## src/rtl/radial_gray_fade_filter_core_macros.svh

```systemverilog
// Assertion macros for the radial gray fade filter RTL
`ifndef RADIAL_GRAY_FADE_FILTER_CORE_MACROS_SVH
`define RADIAL_GRAY_FADE_FILTER_CORE_MACROS_SVH

// Check a condition in the same cycle as its trigger
`define RGFF_ASSERT_NOW(lbl, ante, cons) \
    lbl: assert property (@(posedge aclk) disable iff (!aresetn) (ante) |-> (cons)) \
        else $error("rgff assertion failed");

// Check a condition in the cycle after its trigger
`define RGFF_ASSERT_NEXT(lbl, ante, cons) \
    lbl: assert property (@(posedge aclk) disable iff (!aresetn) (ante) |=> (cons)) \
        else $error("rgff assertion failed");

`endif

```

## src/rtl/rgff_pkg.sv

```systemverilog
// Types and constants for the radial gray fade filter
package rgff_pkg;

    localparam int COORD_BITS = 12;
    localparam int FRAC_BITS  = 4;
    localparam int CHAN_W     = 8;
    localparam int NUM_CHAN   = 3;
    localparam int RAD_W      = 16;
    localparam int CFG_ADDR_W = 8;
    localparam int CFG_DATA_W = 16;
    localparam int SUM_W      = CHAN_W + 2;
    localparam int SQ_W       = 2 * COORD_BITS + 1;
    localparam int VAL_W      = SQ_W + 2 * FRAC_BITS;
    localparam int SQRT_STEPS = (VAL_W + 1) / 2;
    localparam int ROOT_W     = SQRT_STEPS;
    localparam int WORK_W     = 2 * SQRT_STEPS;
    localparam int W3_W       = RAD_W + 2;
    localparam int NUM_W      = W3_W + CHAN_W;
    localparam int DIV_STEPS  = CHAN_W;
    localparam int PROD_W     = SUM_W + 1 + RAD_W + 1;
    localparam int GRAY_MUL_W = 10;
    localparam int GRAY_SHIFT = 11;

    localparam logic [GRAY_MUL_W-1:0] GRAY_MUL     = GRAY_MUL_W'(683);
    localparam logic [RAD_W-1:0]      OUTER_RESET  = RAD_W'(16);

    typedef enum logic [1:0] {
        ZONE_INSIDE = 2'd0,
        ZONE_FADE   = 2'd1,
        ZONE_GRAY   = 2'd2
    } zone_t;

    typedef enum logic [CFG_ADDR_W-1:0] {
        CFG_CENTER_X     = CFG_ADDR_W'(0),
        CFG_CENTER_Y     = CFG_ADDR_W'(1),
        CFG_INNER_RADIUS = CFG_ADDR_W'(2),
        CFG_OUTER_RADIUS = CFG_ADDR_W'(3)
    } cfg_reg_t;

    typedef logic [NUM_CHAN-1:0][CHAN_W-1:0] chan_arr_t;
    typedef logic [NUM_CHAN-1:0][NUM_W-1:0]  num_arr_t;

    typedef struct packed {
        chan_arr_t         ch;
        logic [SUM_W-1:0]  sum;
        logic [CHAN_W-1:0] gray;
    } sqrt_tag_t;

    typedef struct packed {
        zone_t             zone;
        chan_arr_t         ch;
        logic [CHAN_W-1:0] gray;
    } div_tag_t;

    typedef struct packed {
        logic advance;
        logic valid;
    } pipe_ctl_t;

endpackage

```

## src/rtl/rgff_div.sv

```systemverilog
// Pipelined restoring divider, three lanes sharing one divisor
module rgff_div (
    input  logic                          aclk,
    input  logic                          aresetn,
    input  rgff_pkg::pipe_ctl_t           in_ctl,
    input  rgff_pkg::num_arr_t            in_num,
    input  logic [rgff_pkg::W3_W-1:0]     in_den,
    input  rgff_pkg::div_tag_t            in_tag,
    output logic                          out_valid,
    output rgff_pkg::chan_arr_t           out_quot,
    output rgff_pkg::div_tag_t            out_tag
);
    localparam int N  = rgff_pkg::DIV_STEPS;
    localparam int NW = rgff_pkg::NUM_W;
    localparam int L  = rgff_pkg::NUM_CHAN;

    logic [N-1:0]                valid_reg;
    rgff_pkg::num_arr_t          rem_reg  [N];
    rgff_pkg::chan_arr_t         quot_reg [N];
    logic [rgff_pkg::W3_W-1:0]   den_reg  [N];
    rgff_pkg::div_tag_t          tag_reg  [N];

    rgff_pkg::num_arr_t          rem_src  [N];
    rgff_pkg::chan_arr_t         quot_src [N];
    logic [rgff_pkg::W3_W-1:0]   den_src  [N];
    rgff_pkg::div_tag_t          tag_src  [N];

    always_comb begin
        rem_src[0]  = in_num;
        quot_src[0] = '0;
        den_src[0]  = in_den;
        tag_src[0]  = in_tag;
        for (int i = 1; i < N; i++) begin
            rem_src[i]  = rem_reg[i-1];
            quot_src[i] = quot_reg[i-1];
            den_src[i]  = den_reg[i-1];
            tag_src[i]  = tag_reg[i-1];
        end
    end

    for (genvar i = 0; i < N; i++) begin : g_step
        logic [NW-1:0]       den_sh;
        rgff_pkg::num_arr_t  rem_next;
        rgff_pkg::chan_arr_t quot_next;

        always_comb begin
            den_sh    = NW'(den_src[i]) << (N - 1 - i);
            rem_next  = rem_src[i];
            quot_next = quot_src[i];
            for (int k = 0; k < L; k++) begin
                if (rem_src[i][k] >= den_sh) begin
                    rem_next[k]             = rem_src[i][k] - den_sh;
                    quot_next[k][N - 1 - i] = 1'b1;
                end
            end
        end

        always_ff @(posedge aclk) begin
            if (in_ctl.advance) begin
                rem_reg[i]  <= rem_next;
                quot_reg[i] <= quot_next;
                den_reg[i]  <= den_src[i];
                tag_reg[i]  <= tag_src[i];
            end
        end
    end

    always_ff @(posedge aclk) begin
        if (!aresetn) begin
            valid_reg <= '0;
        end else if (in_ctl.advance) begin
            valid_reg <= {valid_reg[N-2:0], in_ctl.valid};
        end
    end

    assign out_valid = valid_reg[N-1];
    assign out_quot  = quot_reg[N-1];
    assign out_tag   = tag_reg[N-1];

endmodule

```

## config.mk

```make
export PLATFORM = sky130hd
export DESIGN_NAME = rgff_div
export DESIGN_NICKNAME = d
export VERILOG_FILES = /design/src/rtl/radial_gray_fade_filter_core_macros.svh /design/src/rtl/rgff_pkg.sv /design/src/rtl/rgff_div.sv
export SDC_FILE = /design/constraint.sdc
export NUM_CORES = 2
export LEC_CHECK = 0
export CAP_MARGIN = 20
export CORE_ASPECT_RATIO = 2
export CORE_UTILIZATION = 40
export DETAILED_ROUTE_END_ITERATION = 10
export DONT_BUFFER_PORTS = 1
export SLEW_MARGIN = 20
export SYNTH_ARGS = -nofsm -noshare
export SYNTH_HDL_FRONTEND = slang
export SYNTH_SLANG_ARGS = --single-unit
```

## constraint.sdc

```tcl
create_clock -name aclk -period 4.4 [get_ports aclk]
set_input_delay 0.66 -clock aclk [delete_from_list [all_inputs] [get_ports aclk]]
set_output_delay 0.66 -clock aclk [all_outputs]
set_load 0.01 [all_outputs]
```

==> impl_metrics.ini <==
[status]
status = finished clean

[power]
total_leakage_power_nw = 24.2
vdd_drop_max_uv = 363
power_density_over_cell_area_mw_per_mm2 = 595

[sta]
measured_slew_at_the_worst_slew_check_pin_ps = 1030
slew_headroom_pct = 31.5
final_min_period_over_clock_period_pct = 91.8
totalNegativeSetupSlack_ps = 0
post-route-min-period_ps = 4040
worst_clock_skew_ps = 55.8
final_report_max_slew_violation_count = 0
rsz0062_at_grt = false
setup_viol = 0
final-hold-violation-count = 0
fmax_mhz = 248

[cts]
tritoncts.num_buffers = 99
clk_root_buffer_cell = sky130_fd_sc_hd__clkbuf_16
htreeDepth = 3
tritoncts_clock_tree = built
cts_buffer_depth = 3
worst_setup_hold_path_clk_slew_ps = 70
cts_num_sinks = 1060
post_cts_resized = 0
clock_latency_ps = 720

[drt]
drt_wl_total_um = 152000
drt_first_pass_iters = 6
drtIter0Drc = 1592
detail_route.wl_per_cell_um = 21.9
routed_via_count_divided_by_cell_count = 5.32
route.vias.total = 36997
drcViolationCount = 0
route.antenna.remaining_nets = 0

[floorplanning]
pin_count = 193
dieArea_mm2 = 0.145
core_region_area_mm2 = 0.142
die_height_um = 537
dieWidth_um = 270
placementRows = 196
initial_core_util_pct = 40.3

[worst_setup_path]
critPathMaxFanout = 30
worstSetupStartpointType = flop
endpoint_kind_of_the_worst_setup_timing_path = flop
crit_type = reg -> reg
cp.required_ps = 4840
arrival_ps = 4480

[yosys]
synth_enable_flop_cells = 1052
synth_mux_area_share_pct = 1.91
postSynth.asyncResetShare_pct = 0
synth_simple_gate_area_share_pct = 10.3
synth.cell_area_mm2 = 0.0573
yosys.area_share.xor_xnor_pct = 5.55
synth_compound_gate_area_share_pct = 13.7
largest_family_of_logic_cells_by_synthesized_area = compound AO/OA/AOI/OAI gates
ys_ff_latch = 1060
synth.largest_area_cell = sky130_fd_sc_hd__edfxtp_1
synth-main-ff-cell = sky130_fd_sc_hd__edfxtp_1
synth.top_cells.by_area = sky130_fd_sc_hd__edfxtp_1, sky130_fd_sc_hd__ha_1, sky130_fd_sc_hd__a21oi_1
synthDominantCellAreaShare_pct = 55.2
synth_nets = 5424
synth.distinct_cells = 92
syn_area_per_cell_um2 = 11.8
synthesis.instances = 4837
most_frequent_cell_after_synthesis = sky130_fd_sc_hd__edfxtp_1
ys.warnings.count = 0
ys_top_cells_by_count = sky130_fd_sc_hd__edfxtp_1, sky130_fd_sc_hd__ha_1, sky130_fd_sc_hd__a21oi_1, sky130_fd_sc_hd__nand2_1, sky130_fd_sc_hd__nor2_1
yosys.area_share.adder_pct = 10.2
synth-seq-area-share_pct = 55.4

[layout]
syn_to_final_growth_pct = 11.8
layout.cell_area.non_filler_mm2 = 0.0640
drive_gt1_share_pct = 7.54
largest_register_ff_count = 546
finalNetCount = 5569

[global_route]
grt_first_pass_wirelength_um = 224000
antenna_found_initial = 3
pin_count_of_the_biggest_net_entering_global_routing = 1061
vias_in_the_first_global_route = 38155
grt_overflow = 0
global_route.usage.total_pct = 20.7

[worst_hold_path]
hp-class = in -> reg

[placement]
place.detailed.hpwl_um = 120000
post_detailed_placement_cell_area_mm2 = 0.0598
io_buffers = 0
globalplace.congestion = 0.958

[job]
max-cap-violations = 0
[final timing paths]
check / startpoint / endpoint / slack (ps) / cells after the start
worst max register to register: den_reg[2][0] / rem_reg[3][50] / 360 / 12
worst min-delay path: in_ctl[1] / tag_reg[0][26] / 60 / 0
worst min register to register: quot_reg[1][13] / quot_reg[1][37] / 390 / 0
worst max-delay path: den_reg[2][0] / rem_reg[3][50] / 360 / 12
[layout make-up]
class                      instances  area [um^2]
inverter                         280         1050
timing repair buffer             158         1550
clock inverter                    76          908
sequential                      1060        31800
antenna                            3         7.51
multi-input combinational       3383        23900
clock buffer                     108         2510
fill                           13134        78200
tap                             1881         2350
[report_power, final]
group          switching [mW]  internal, mW
Sequential               1.29          14.2
Combinational            7.61          5.99
Clock                    3.98          5.03
[cells by family (layout without fill, tap and decap cells)]
group                    count (synthesis)  count (layout)
AO/OA/AOI/OAI                         1248            1248
AND/OR/NAND/NOR                       1221            1221
flip-flops                            1060            1060
adder cells (fa/ha/maj)                453             453
buffers and inverters                  394             622
XOR/XNOR                               363             363
multiplexers                            98              98
other                                    0               3
[worst max-delay path, stage by stage (launching register included)]
cell	delay, ps
sky130_fd_sc_hd__edfxtp_1	430
sky130_fd_sc_hd__ha_1	190
sky130_fd_sc_hd__inv_1	60
sky130_fd_sc_hd__fa_1	450
sky130_fd_sc_hd__a21oi_1	220
sky130_fd_sc_hd__o21ai_0	170
sky130_fd_sc_hd__a2111oi_1	630
sky130_fd_sc_hd__o211ai_1	240
sky130_fd_sc_hd__a31o_2	290
sky130_fd_sc_hd__a211o_1	640
sky130_fd_sc_hd__nand2_1	220
sky130_fd_sc_hd__nor4b_1	80
sky130_fd_sc_hd__xor2_1	150
[repair_timing]
action	4_1_cts	5_1_grt
endpoints found under the hold margin	66	0
hold buffers	66	0
setup buffers	0	0
[cells in the final DEF, fill, tap and decap left out, types with 30 or more instances in the layout]
cell type                       Yosys  final
sky130_fd_sc_hd__a211oi_1          42     42
sky130_fd_sc_hd__a21o_1           130    130
sky130_fd_sc_hd__a21oi_1          378    375
sky130_fd_sc_hd__buf_4             34     80
sky130_fd_sc_hd__clkbuf_16          0     99
sky130_fd_sc_hd__dlygate4sd3_1      0     66
sky130_fd_sc_hd__edfxtp_1        1052   1052
sky130_fd_sc_hd__ha_1             432    432
sky130_fd_sc_hd__inv_1            279    279
sky130_fd_sc_hd__mux2_2            78     78
sky130_fd_sc_hd__nand2_1          347    347
sky130_fd_sc_hd__nand2b_1          81     81
sky130_fd_sc_hd__nand3_1           59     59
sky130_fd_sc_hd__nand4_1           63     63
sky130_fd_sc_hd__nor2_1           335    333
sky130_fd_sc_hd__nor2b_1           60     60
sky130_fd_sc_hd__nor3_1            80     80
sky130_fd_sc_hd__nor4_1            44     44
sky130_fd_sc_hd__o21a_1            59     59
sky130_fd_sc_hd__o21ai_0          329    329
sky130_fd_sc_hd__o21bai_1          45     45
sky130_fd_sc_hd__o31ai_1           50     50
sky130_fd_sc_hd__or3_1             30     30
sky130_fd_sc_hd__xnor2_1          209    209
sky130_fd_sc_hd__xor2_1           154    154
[routing by layer]
| metal | global-route usage, % | vias to the layer above | wire (um) |
|---|---|---|---|
| met1 | 16.7 | 17364 | 46200 |
| li1 | - | 18416 | - |
| met4 | 24.4 | 0 | 20800 |
| met5 | 0 | - | 0 |
| met2 | 40.0 | 820 | 81300 |
| met3 | 2.26 | 397 | 3970 |
[stage by stage]
stage               power [mW]  instances  util [%]  hold slack (ps)  setup slack, ps
finish                    38.1       6949      45.0             62.7              362
global route              40.5       6949      45.0             12.5              191
CTS                       38.2       6940      44.9           0.0423              349
detailed placement        29.0       6690      42.0              405              373
global placement          28.8       6690      42.0              400              234
floorplan                 25.5       4837         -              400              707
Power figures use the tool's default switching activity.
