## src/rtl/radial_gray_fade_filter_core_macros.svh

```systemverilog
// Assertion macros for the radial gray fade filter RTL
`ifndef RADIAL_GRAY_FADE_FILTER_CORE_MACROS_SVH
`define RADIAL_GRAY_FADE_FILTER_CORE_MACROS_SVH

// Check a condition in the same cycle as its trigger
`define RGFF_ASSERT_NOW(lbl, ante, cons) \
    lbl: assert property (@(posedge aclk) disable iff (!aresetn) (ante) |-> (cons)) \
        else $error("rgff assertion failed");

// Check a condition in the cycle after its trigger
`define RGFF_ASSERT_NEXT(lbl, ante, cons) \
    lbl: assert property (@(posedge aclk) disable iff (!aresetn) (ante) |=> (cons)) \
        else $error("rgff assertion failed");

`endif

```

## src/rtl/rgff_pkg.sv

```systemverilog
// Types and constants for the radial gray fade filter
package rgff_pkg;

    localparam int COORD_BITS = 12;
    localparam int FRAC_BITS  = 4;
    localparam int CHAN_W     = 8;
    localparam int NUM_CHAN   = 3;
    localparam int RAD_W      = 16;
    localparam int CFG_ADDR_W = 8;
    localparam int CFG_DATA_W = 16;
    localparam int SUM_W      = CHAN_W + 2;
    localparam int SQ_W       = 2 * COORD_BITS + 1;
    localparam int VAL_W      = SQ_W + 2 * FRAC_BITS;
    localparam int SQRT_STEPS = (VAL_W + 1) / 2;
    localparam int ROOT_W     = SQRT_STEPS;
    localparam int WORK_W     = 2 * SQRT_STEPS;
    localparam int W3_W       = RAD_W + 2;
    localparam int NUM_W      = W3_W + CHAN_W;
    localparam int DIV_STEPS  = CHAN_W;
    localparam int PROD_W     = SUM_W + 1 + RAD_W + 1;
    localparam int GRAY_MUL_W = 10;
    localparam int GRAY_SHIFT = 11;

    localparam logic [GRAY_MUL_W-1:0] GRAY_MUL     = GRAY_MUL_W'(683);
    localparam logic [RAD_W-1:0]      OUTER_RESET  = RAD_W'(16);

    typedef enum logic [1:0] {
        ZONE_INSIDE = 2'd0,
        ZONE_FADE   = 2'd1,
        ZONE_GRAY   = 2'd2
    } zone_t;

    typedef enum logic [CFG_ADDR_W-1:0] {
        CFG_CENTER_X     = CFG_ADDR_W'(0),
        CFG_CENTER_Y     = CFG_ADDR_W'(1),
        CFG_INNER_RADIUS = CFG_ADDR_W'(2),
        CFG_OUTER_RADIUS = CFG_ADDR_W'(3)
    } cfg_reg_t;

    typedef logic [NUM_CHAN-1:0][CHAN_W-1:0] chan_arr_t;
    typedef logic [NUM_CHAN-1:0][NUM_W-1:0]  num_arr_t;

    typedef struct packed {
        chan_arr_t         ch;
        logic [SUM_W-1:0]  sum;
        logic [CHAN_W-1:0] gray;
    } sqrt_tag_t;

    typedef struct packed {
        zone_t             zone;
        chan_arr_t         ch;
        logic [CHAN_W-1:0] gray;
    } div_tag_t;

    typedef struct packed {
        logic advance;
        logic valid;
    } pipe_ctl_t;

endpackage

```

## src/rtl/rgff_isqrt.sv

```systemverilog
// Pipelined integer square root, one result bit per stage
module rgff_isqrt (
    input  logic                          aclk,
    input  logic                          aresetn,
    input  rgff_pkg::pipe_ctl_t           in_ctl,
    input  logic [rgff_pkg::VAL_W-1:0]    in_val,
    input  rgff_pkg::sqrt_tag_t           in_tag,
    output logic                          out_valid,
    output logic [rgff_pkg::ROOT_W-1:0]   out_root,
    output rgff_pkg::sqrt_tag_t           out_tag
);
    localparam int N = rgff_pkg::SQRT_STEPS;
    localparam int W = rgff_pkg::WORK_W;

    logic [N-1:0]        valid_reg;
    logic [W-1:0]        rem_reg  [N];
    logic [W-1:0]        root_reg [N];
    rgff_pkg::sqrt_tag_t tag_reg  [N];

    logic [W-1:0]        rem_src  [N];
    logic [W-1:0]        root_src [N];
    rgff_pkg::sqrt_tag_t tag_src  [N];

    always_comb begin
        rem_src[0]  = W'(in_val);
        root_src[0] = '0;
        tag_src[0]  = in_tag;
        for (int i = 1; i < N; i++) begin
            rem_src[i]  = rem_reg[i-1];
            root_src[i] = root_reg[i-1];
            tag_src[i]  = tag_reg[i-1];
        end
    end

    for (genvar i = 0; i < N; i++) begin : g_step
        logic [W-1:0] bit_val;
        logic [W:0]   trial;
        logic [W-1:0] rem_next;
        logic [W-1:0] root_next;

        always_comb begin
            bit_val = W'(1) << (2 * (N - 1 - i));
            trial   = {1'b0, root_src[i]} + {1'b0, bit_val};
            if ({1'b0, rem_src[i]} >= trial) begin
                rem_next  = rem_src[i] - trial[W-1:0];
                root_next = (root_src[i] >> 1) + bit_val;
            end else begin
                rem_next  = rem_src[i];
                root_next = root_src[i] >> 1;
            end
        end

        always_ff @(posedge aclk) begin
            if (in_ctl.advance) begin
                rem_reg[i]  <= rem_next;
                root_reg[i] <= root_next;
                tag_reg[i]  <= tag_src[i];
            end
        end
    end

    always_ff @(posedge aclk) begin
        if (!aresetn) begin
            valid_reg <= '0;
        end else if (in_ctl.advance) begin
            valid_reg <= {valid_reg[N-2:0], in_ctl.valid};
        end
    end

    assign out_valid = valid_reg[N-1];
    assign out_root  = root_reg[N-1][rgff_pkg::ROOT_W-1:0];
    assign out_tag   = tag_reg[N-1];

endmodule

```

## config.mk

```make
export PLATFORM = sky130hd
export DESIGN_NAME = rgff_isqrt
export DESIGN_NICKNAME = d
export VERILOG_FILES = /design/src/rtl/radial_gray_fade_filter_core_macros.svh /design/src/rtl/rgff_pkg.sv /design/src/rtl/rgff_isqrt.sv
export SDC_FILE = /design/constraint.sdc
export NUM_CORES = 1
export LEC_CHECK = 0
export BUFFER_PORTS_ARGS = -buffer_cell sky130_fd_sc_hd__buf_4
export CAP_MARGIN = 30
export CORE_MARGIN = 2
export CORE_UTILIZATION = 35
export DETAILED_ROUTE_END_ITERATION = 10
export PLACE_DENSITY = 0.47
export SLEW_MARGIN = 20
export SYNTH_ARGS = -nofsm -noshare
export SYNTH_HDL_FRONTEND = slang
export SYNTH_SLANG_ARGS = --single-unit
```

## constraint.sdc

```tcl
create_clock -name aclk -period 3.5 [get_ports aclk]
set_clock_uncertainty 0.1 [all_clocks]
set_input_delay 0.35 -clock aclk [delete_from_list [all_inputs] [get_ports aclk]]
set_output_delay 0.35 -clock aclk [all_outputs]
set_load 0.005 [all_outputs]
```

==> results of run 1 <==
## worst paths after layout
check                  start              end  slack [ns]  cells after the start
max reg2reg  rem_reg[0][395]  rem_reg[0][440]        0.26                      9
max          rem_reg[0][395]  rem_reg[0][440]        0.26                      9
min               in_val[22]   rem_reg[0][22]        0.21                      2
min reg2reg  tag_reg[0][209]  tag_reg[0][251]        0.31                      0
## cell usage in the layout, fill, tap and decap left out, drive strengths merged, types with 8 or more instances in the layout
cell / n
bufinv: 12
nand4: 36
o211ai: 11
or4: 18
and3: 16
nor3: 66
clkinv: 59
nand2: 134
xnor2: 111
o21a: 35
a21o: 47
inv: 212
nand2b: 23
nand4b: 13
o31ai: 15
and2: 13
nand3b: 12
a21oi: 117
dfxtp: 17
mux2: 36
a31oi: 12
nor4: 79
a21boi: 12
a211oi: 21
nor4b: 19
o21ai: 113
clkbuf: 193
nor2: 149
clkinvlp: 8
nand3: 31
or3: 19
xor2: 102
buf: 208
dlygate4sd3: 79
nor2b: 41
mux2i: 29
edfxtp: 1411
ha: 166
or2: 11
## synth_stat cells, drive strengths merged, types with 7 or more instances
cell type	n
edfxtp	1411
inv	205
ha	166
nor2	149
nand2	134
a21oi	117
o21ai	113
xnor2	111
xor2	102
nor4	79
nor3	66
buf	50
a21o	47
nor2b	41
mux2	36
nand4	36
o21a	35
clkbuf	33
nand3	31
mux2i	29
nand2b	23
a211oi	21
nor4b	19
or3	19
or4	18
dfxtp	17
and3	16
o31ai	15
and2	13
nand4b	13
a21boi	12
a31oi	12
nand3b	12
o211ai	11
or2	11
a2111oi	7
o2111ai	7
## per-stage QoR
| stage | util [%] | power [mW] | area [sq um] |
|---|---|---|---|
| 2_1_floorplan | - | 24.2 | 55300 |
| 3_3_place_gp | 37.9 | 25.8 | 59300 |
| 3_5_place_dp | 37.9 | 25.9 | 59300 |
| 4_1_cts | 41.6 | 42.2 | 65100 |
| 5_1_grt | 41.6 | 43.5 | 65100 |
| 6_report | 41.6 | 41.5 | 65100 |
## logic make-up (layout without fill, tap and decap cells)
logic type,Yosys count,count (layout),synth area share [%]
multiplexers,65,65,1.26
AND/OR/NAND/NOR,702,702,6.88
AO/OA/AOI/OAI,454,454,5.25
other,1,2,0.00678
adder cells (fa/ha/maj),166,166,3.75
buffers and inverters,289,771,2.28
XOR/XNOR,213,213,3.37
flip-flops,1428,1428,77.2
## power by group
part / switching (mW) / internal, mW / leakage, nW
sequential: 0.860 / 20.6 / 13.8
combinational: 2.26 / 1.78 / 7.25
clock: 6.57 / 9.35 / 2.42
total: 9.69 / 31.8 / 23.5
## area by class of cell
cell class	count	area share, %
tap	2058	3.96
clock buffer	193	6.39
sequential	1428	65.6
inverter	206	1.19
clock inverter	85	1.28
timing repair buffer	287	4.06
multi-input combinational	1602	17.5
## timing repair
action,in CTS,in global routing
resized for setup,0,1
endpoints found under the setup margin,0,1
hold buffers,79,0
endpoints found under the hold margin,143,0
## layer usage
layer | track usage [%] | vias to the layer above
met2 | 20.4 | 464
met5 | 0 | -
met3 | 2.51 | 214
li1 | - | 13409
met1 | 14.3 | 13073
met4 | 4.87 | 0
==> run_results.csv, run 1 <==
group,metric,value,unit
grt,grt_usage,11.8,%
yosys,postSynthAreaPerCell,16.7,sq um
flow_run,maxCapViolCount,0,
grt,grt_pass1_vias,27846,
layout,antennaDiodeCount,0,
pwr,p_leak,23.5,nW
layout,area_delta_synth_final,17.6,%
floorplanning,die_w,402,microns
pwr,peakVddDrop,448,uV
layout,drive_gt1_share,13.0,%
clocking,cts_tree,"yes",
clocking,clockBufferDepth,3,
sta,tightestPinTransition,0.823,ns
route,vias,27160,
setup_path,critPathMaxStageDelay,0.62,ns
placement,placed_cells,5501,
pwr,power_density,637,mW/mm^2
setup_path,worstSetupEndpointType,"flip-flop",
route,met3_length,3490,microns
floorplanning,ios,139,
route,maxUsedRoutingLayer,"met4",
floorplanning,initial_core_util,35.3,%
yosys,syn_inst,3318,
yosys,synth_top_area_cell,"edfxtp_1",
placement,place.gp.congestion,0.851,
sta,setup_tns,0,ns
placement,dp_hpwl,62800,microns
sta,setup_viol,0,
layout,stdcell_count,5859,
yosys,synth_warnings,0,
yosys,synth_seq_area_share,77.2,%
layout,seq_area,0.0427,sq mm
yosys,synth_top_flop_cell,"edfxtp_1",
route,drt-initial-drc-count,1463,
outcome,status,"finished, final reports clean",
setup_path,arrival,3.62,ns
yosys,netlist_area,0.0553,sq mm
setup_path,path_delay_family,"simple AND/OR/NAND/NOR gates",
grt,grt_pass1_wl,152000,microns
layout,fill_cells,14083,
route,viasPerCell,4.64,
route,met2WireLength,47600,microns
setup_path,crit_slowest_cell,"or4_1",
setup_path,cp.required,3.87,ns
sta,finalCriticalPeriod,3.24,ns
route,drc,0,
clocking,path_clk_slew,0.06,ns
sta,hold_viol,0,
route,dr.pass1.iters,7,
clocking,post_cts_buffers,0,
setup_path,crit_buf_inv,1,
route,ant_nets,0,
yosys,synth_area_leaders,"edfxtp_1 77%, ha_1 3.8%, xnor2_1 1.8%",
sta,drv_slew,0,
sta,fin_ws,0.258,ns
grt,grt_overflow,0,
clocking,clk_latency,0.76,ns
setup_path,cp-start-kind,"flip-flop",
yosys,synth.top_cell.area_share,76.6,%
worst_hold_path,hold_class,"primary input to flip-flop",
placement,post-place-ws,0.189,ns
route,wl_met1,40300,microns
floorplanning,rows,145,
clocking,cts_buffers,158,
setup_path,crit_fanout,12,
layout,multiInputGateArea,0.0114,sq mm
sta,relSlewSlack,44.7,%
floorplanning,die_y,402,microns
yosys,synth_edf_count,1411,
sta,worst_hold_slack,0.213,ns
sta,timing.fmax,308,MHz
layout,largest_reg_flops,714,
sta,rsz0062_at_grt,"no",
floorplanning,dieArea,0.161,sq mm
yosys,ys_ff_latch,1428,
clocking,cts_max_level,4,
grt,grt_max_degree,107,
yosys,synth_cell_type_count,78,
sta,fin_crit_sh,92.6,%
yosys,ys_async_sr_fraction,0,%
route,wl,94900,microns
clocking,clock-sinks,1428,
layout,final_nets,3928,
setup_path,crit_type,"flip-flop to flip-flop",
setup_path,cp_cell_sequence,"ha_1 -> nand2_2 -> or4_1 -> o31a_1 -> and4_1 -> o21a_1 -> buf_4 -> nor4_2 -> xor2_1",
clocking,clockRootBuffer,"clkbuf_16",
floorplanning,core_area,0.157,sq mm
placement,numPortBuffers,138,
route,wl_per_cell,16.2,microns
grt,antenna_found_initial,0,
Note: power is estimated with default switching activity, not from simulation.
==> run 2, diff against run 1 <==
- SETUP_SLACK_MARGIN: default -> 0.5
- SLEW_MARGIN: 20 -> default
==> run 2 against run 1 <==
  * Critical path depth fell by 1
  * Non-clock buffer count increased by 26
  * Combinational power grew 6.7%
  * Sequential cell count did not move
  * Die area is the same
  * Worst setup slack better by 0.31 ns
  * Highest routed layer unchanged
==> run_results.csv, run 2 (synthesized netlist as in run 1, its figures left out) <==
group,metric,value,unit
floorplanning,die_y,402,microns
route,vias,27416,
floorplanning,ios,139,
layout,area_delta_synth_final,19.3,%
route,met3_length,3500,microns
pwr,p_switching,9.83,mW
layout,finalInstanceArea,0.0660,sq mm
clocking,clk_latency,0.76,ns
clocking,clockRootBuffer,"clkbuf_16",
placement,numPortBuffers,138,
sta,relSlewSlack,40.2,%
pwr,seq_power_share,51.6,%
sta,finalCriticalPeriod,2.93,ns
floorplanning,core_area,0.157,sq mm
sta,tightestPinTransition,0.890,ns
sta,rsz0062_at_grt,"yes",
route,viasPerCell,4.66,
layout,fill_cells,14003,
floorplanning,die_w,402,microns
sta,timing.fmax,341,MHz
setup_path,cp-start-kind,"flip-flop",
sta,hold_viol,0,
clocking,clock-sinks,1428,
sta,fin_ws,0.568,ns
sta,drv_slew,0,
floorplanning,rows,145,
grt,grt_pass1_vias,28031,
sta,setup_viol,0,
route,wl,96300,microns
floorplanning,initial_core_util,35.3,%
route,drt-initial-drc-count,1508,
layout,antennaDiodeCount,0,
setup_path,worstSetupEndpointType,"flip-flop",
pwr,power_density,633,mW/mm^2
grt,grt_pass1_wl,152000,microns
clocking,cts_buffers,158,
setup_path,crit_type,"flip-flop to flip-flop",
route,drc,0,
clocking,cts_max_level,4,
grt,antenna_found_initial,0,
route,met2WireLength,48600,microns
route,wl_per_cell,16.4,microns
setup_path,cp_cell_sequence,"or4_1 -> or4_4 -> o31a_1 -> and4_1 -> o21a_4 -> buf_8 -> nor4b_4 -> xor2_1",
route,maxUsedRoutingLayer,"met4",
placement,dp_hpwl,62800,microns
layout,drive_gt1_share,15.8,%
flow_run,maxCapViolCount,0,
pwr,p_leak,23.7,nW
clocking,clockBufferDepth,3,
setup_path,cp.required,3.88,ns
layout,final_cell_mix,"1411 x edfxtp_1, 203 x inv_1, 201 x buf_4",
layout,final_common_cell,"edfxtp_1",
pwr,pwr-share-clk,38.1,%
route,wl_met1,40500,microns
placement,place_area,0.0593,sq mm
sta,fin_crit_sh,83.8,%
layout,multiInputGateArea,0.0120,sq mm
setup_path,arrival,3.31,ns
pwr,peakVddDrop,455,uV
grt,grt_max_degree,107,
pwr,sw_frac_of_total,23.5,%
layout,final_nets,3954,
clocking,cts_tree,"yes",
route,ant_nets,0,
setup_path,critPathMaxStageDelay,0.56,ns
clocking,path_clk_slew,0.06,ns
grt,grt_usage,11.9,%
outcome,status,"finished, final reports clean",
placement,post-place-ws,0.189,ns
setup_path,crit_slowest_cell,"or4_4",
layout,seq_area,0.0427,sq mm
worst_hold_path,hold_class,"primary input to flip-flop",
route,dr.pass1.iters,5,
floorplanning,dieArea,0.161,sq mm
grt,grt_overflow,0,
sta,setup_tns,0,ns
setup_path,crit_fanout,6,
pwr,p_int,32.0,mW
layout,largest_reg_flops,714,
layout,finish.utilization,42.2,%
pwr,pwr-share-comb,10.3,%
placement,place.gp.congestion,0.851,
-- run 2: cell types whose count changed in the layout (fill, tap and decap cells not counted), sizes merged --
cell    change
clkinv      -1
clkbuf      +4
buf        +22
inv         +1
-- run 2: power groups by stage --
| stage | Clock (mW) | Combinational, mW | Sequential, mW |
|---|---|---|---|
| detailed placement | 0 | 4.00 | 21.9 |
| global placement | 0 | 3.98 | 21.9 |
| global route | 17.2 | 4.82 | 21.7 |
| CTS | 16.6 | 4.19 | 21.5 |
| finish | 15.9 | 4.31 | 21.5 |
| floorplan | 0 | 2.72 | 21.5 |
-- run 2: critical path: cells and delay by family, from the launching register on --
family                 cells  cell delay (ns)
buffers and inverters      1             0.14
AO/OA/AOI/OAI              2             0.40
flip-flops                 1             0.41
AND/OR/NAND/NOR            4             1.53
XOR/XNOR                   1             0.10
-- run 2: cell type report --
class / count / share of cell area [%]
Timing Repair Buffer: 313 / 4.42
Clock buffer: 193 / 6.30
Sequential cell: 1428 / 64.7
Tap cell: 2058 / 3.90
Clock inverter: 85 / 1.27
Multi-Input combinational cell: 1602 / 18.2
Inverter: 206 / 1.18
-- run 2: per-layer routing --
layer	global-route usage [%]	up-vias
li1	-	13457
met5	0	-
met1	14.3	13301
met4	4.86	0
met3	2.50	229
met2	20.5	429
-- run 2: path summary, 6_finish.rpt --
check | start | end | slack (ns) | cells after the start
min reg2reg | tag_reg[0][209] | tag_reg[0][251] | 0.31 | 0
max | rem_reg[0][374] | rem_reg[0][432] | 0.57 | 8
min | in_val[22] | rem_reg[0][22] | 0.21 | 2
max reg2reg | rem_reg[0][374] | rem_reg[0][432] | 0.57 | 8
-- run 2: through the flow --
step | hold slack (ns) | total power [mW] | std cells
after global routing | 0.151 | 43.8 | 5885
final | 0.207 | 41.8 | 5885
after CTS | 0.132 | 42.3 | 5862
after detailed placement | 0.305 | 25.9 | 5501
after global placement | 0.300 | 25.8 | 5500
after floorplan | 0.300 | 24.2 | 3319
-- run 2: what timing repair did --
action,4_1_cts,5_1_grt
hold buffers,79,0
cloned,0,4
setup endpoints to repair,101,139
resized for setup,44,88
pin swaps,5,40
hold endpoints to repair,143,0
buffers inserted,4,19
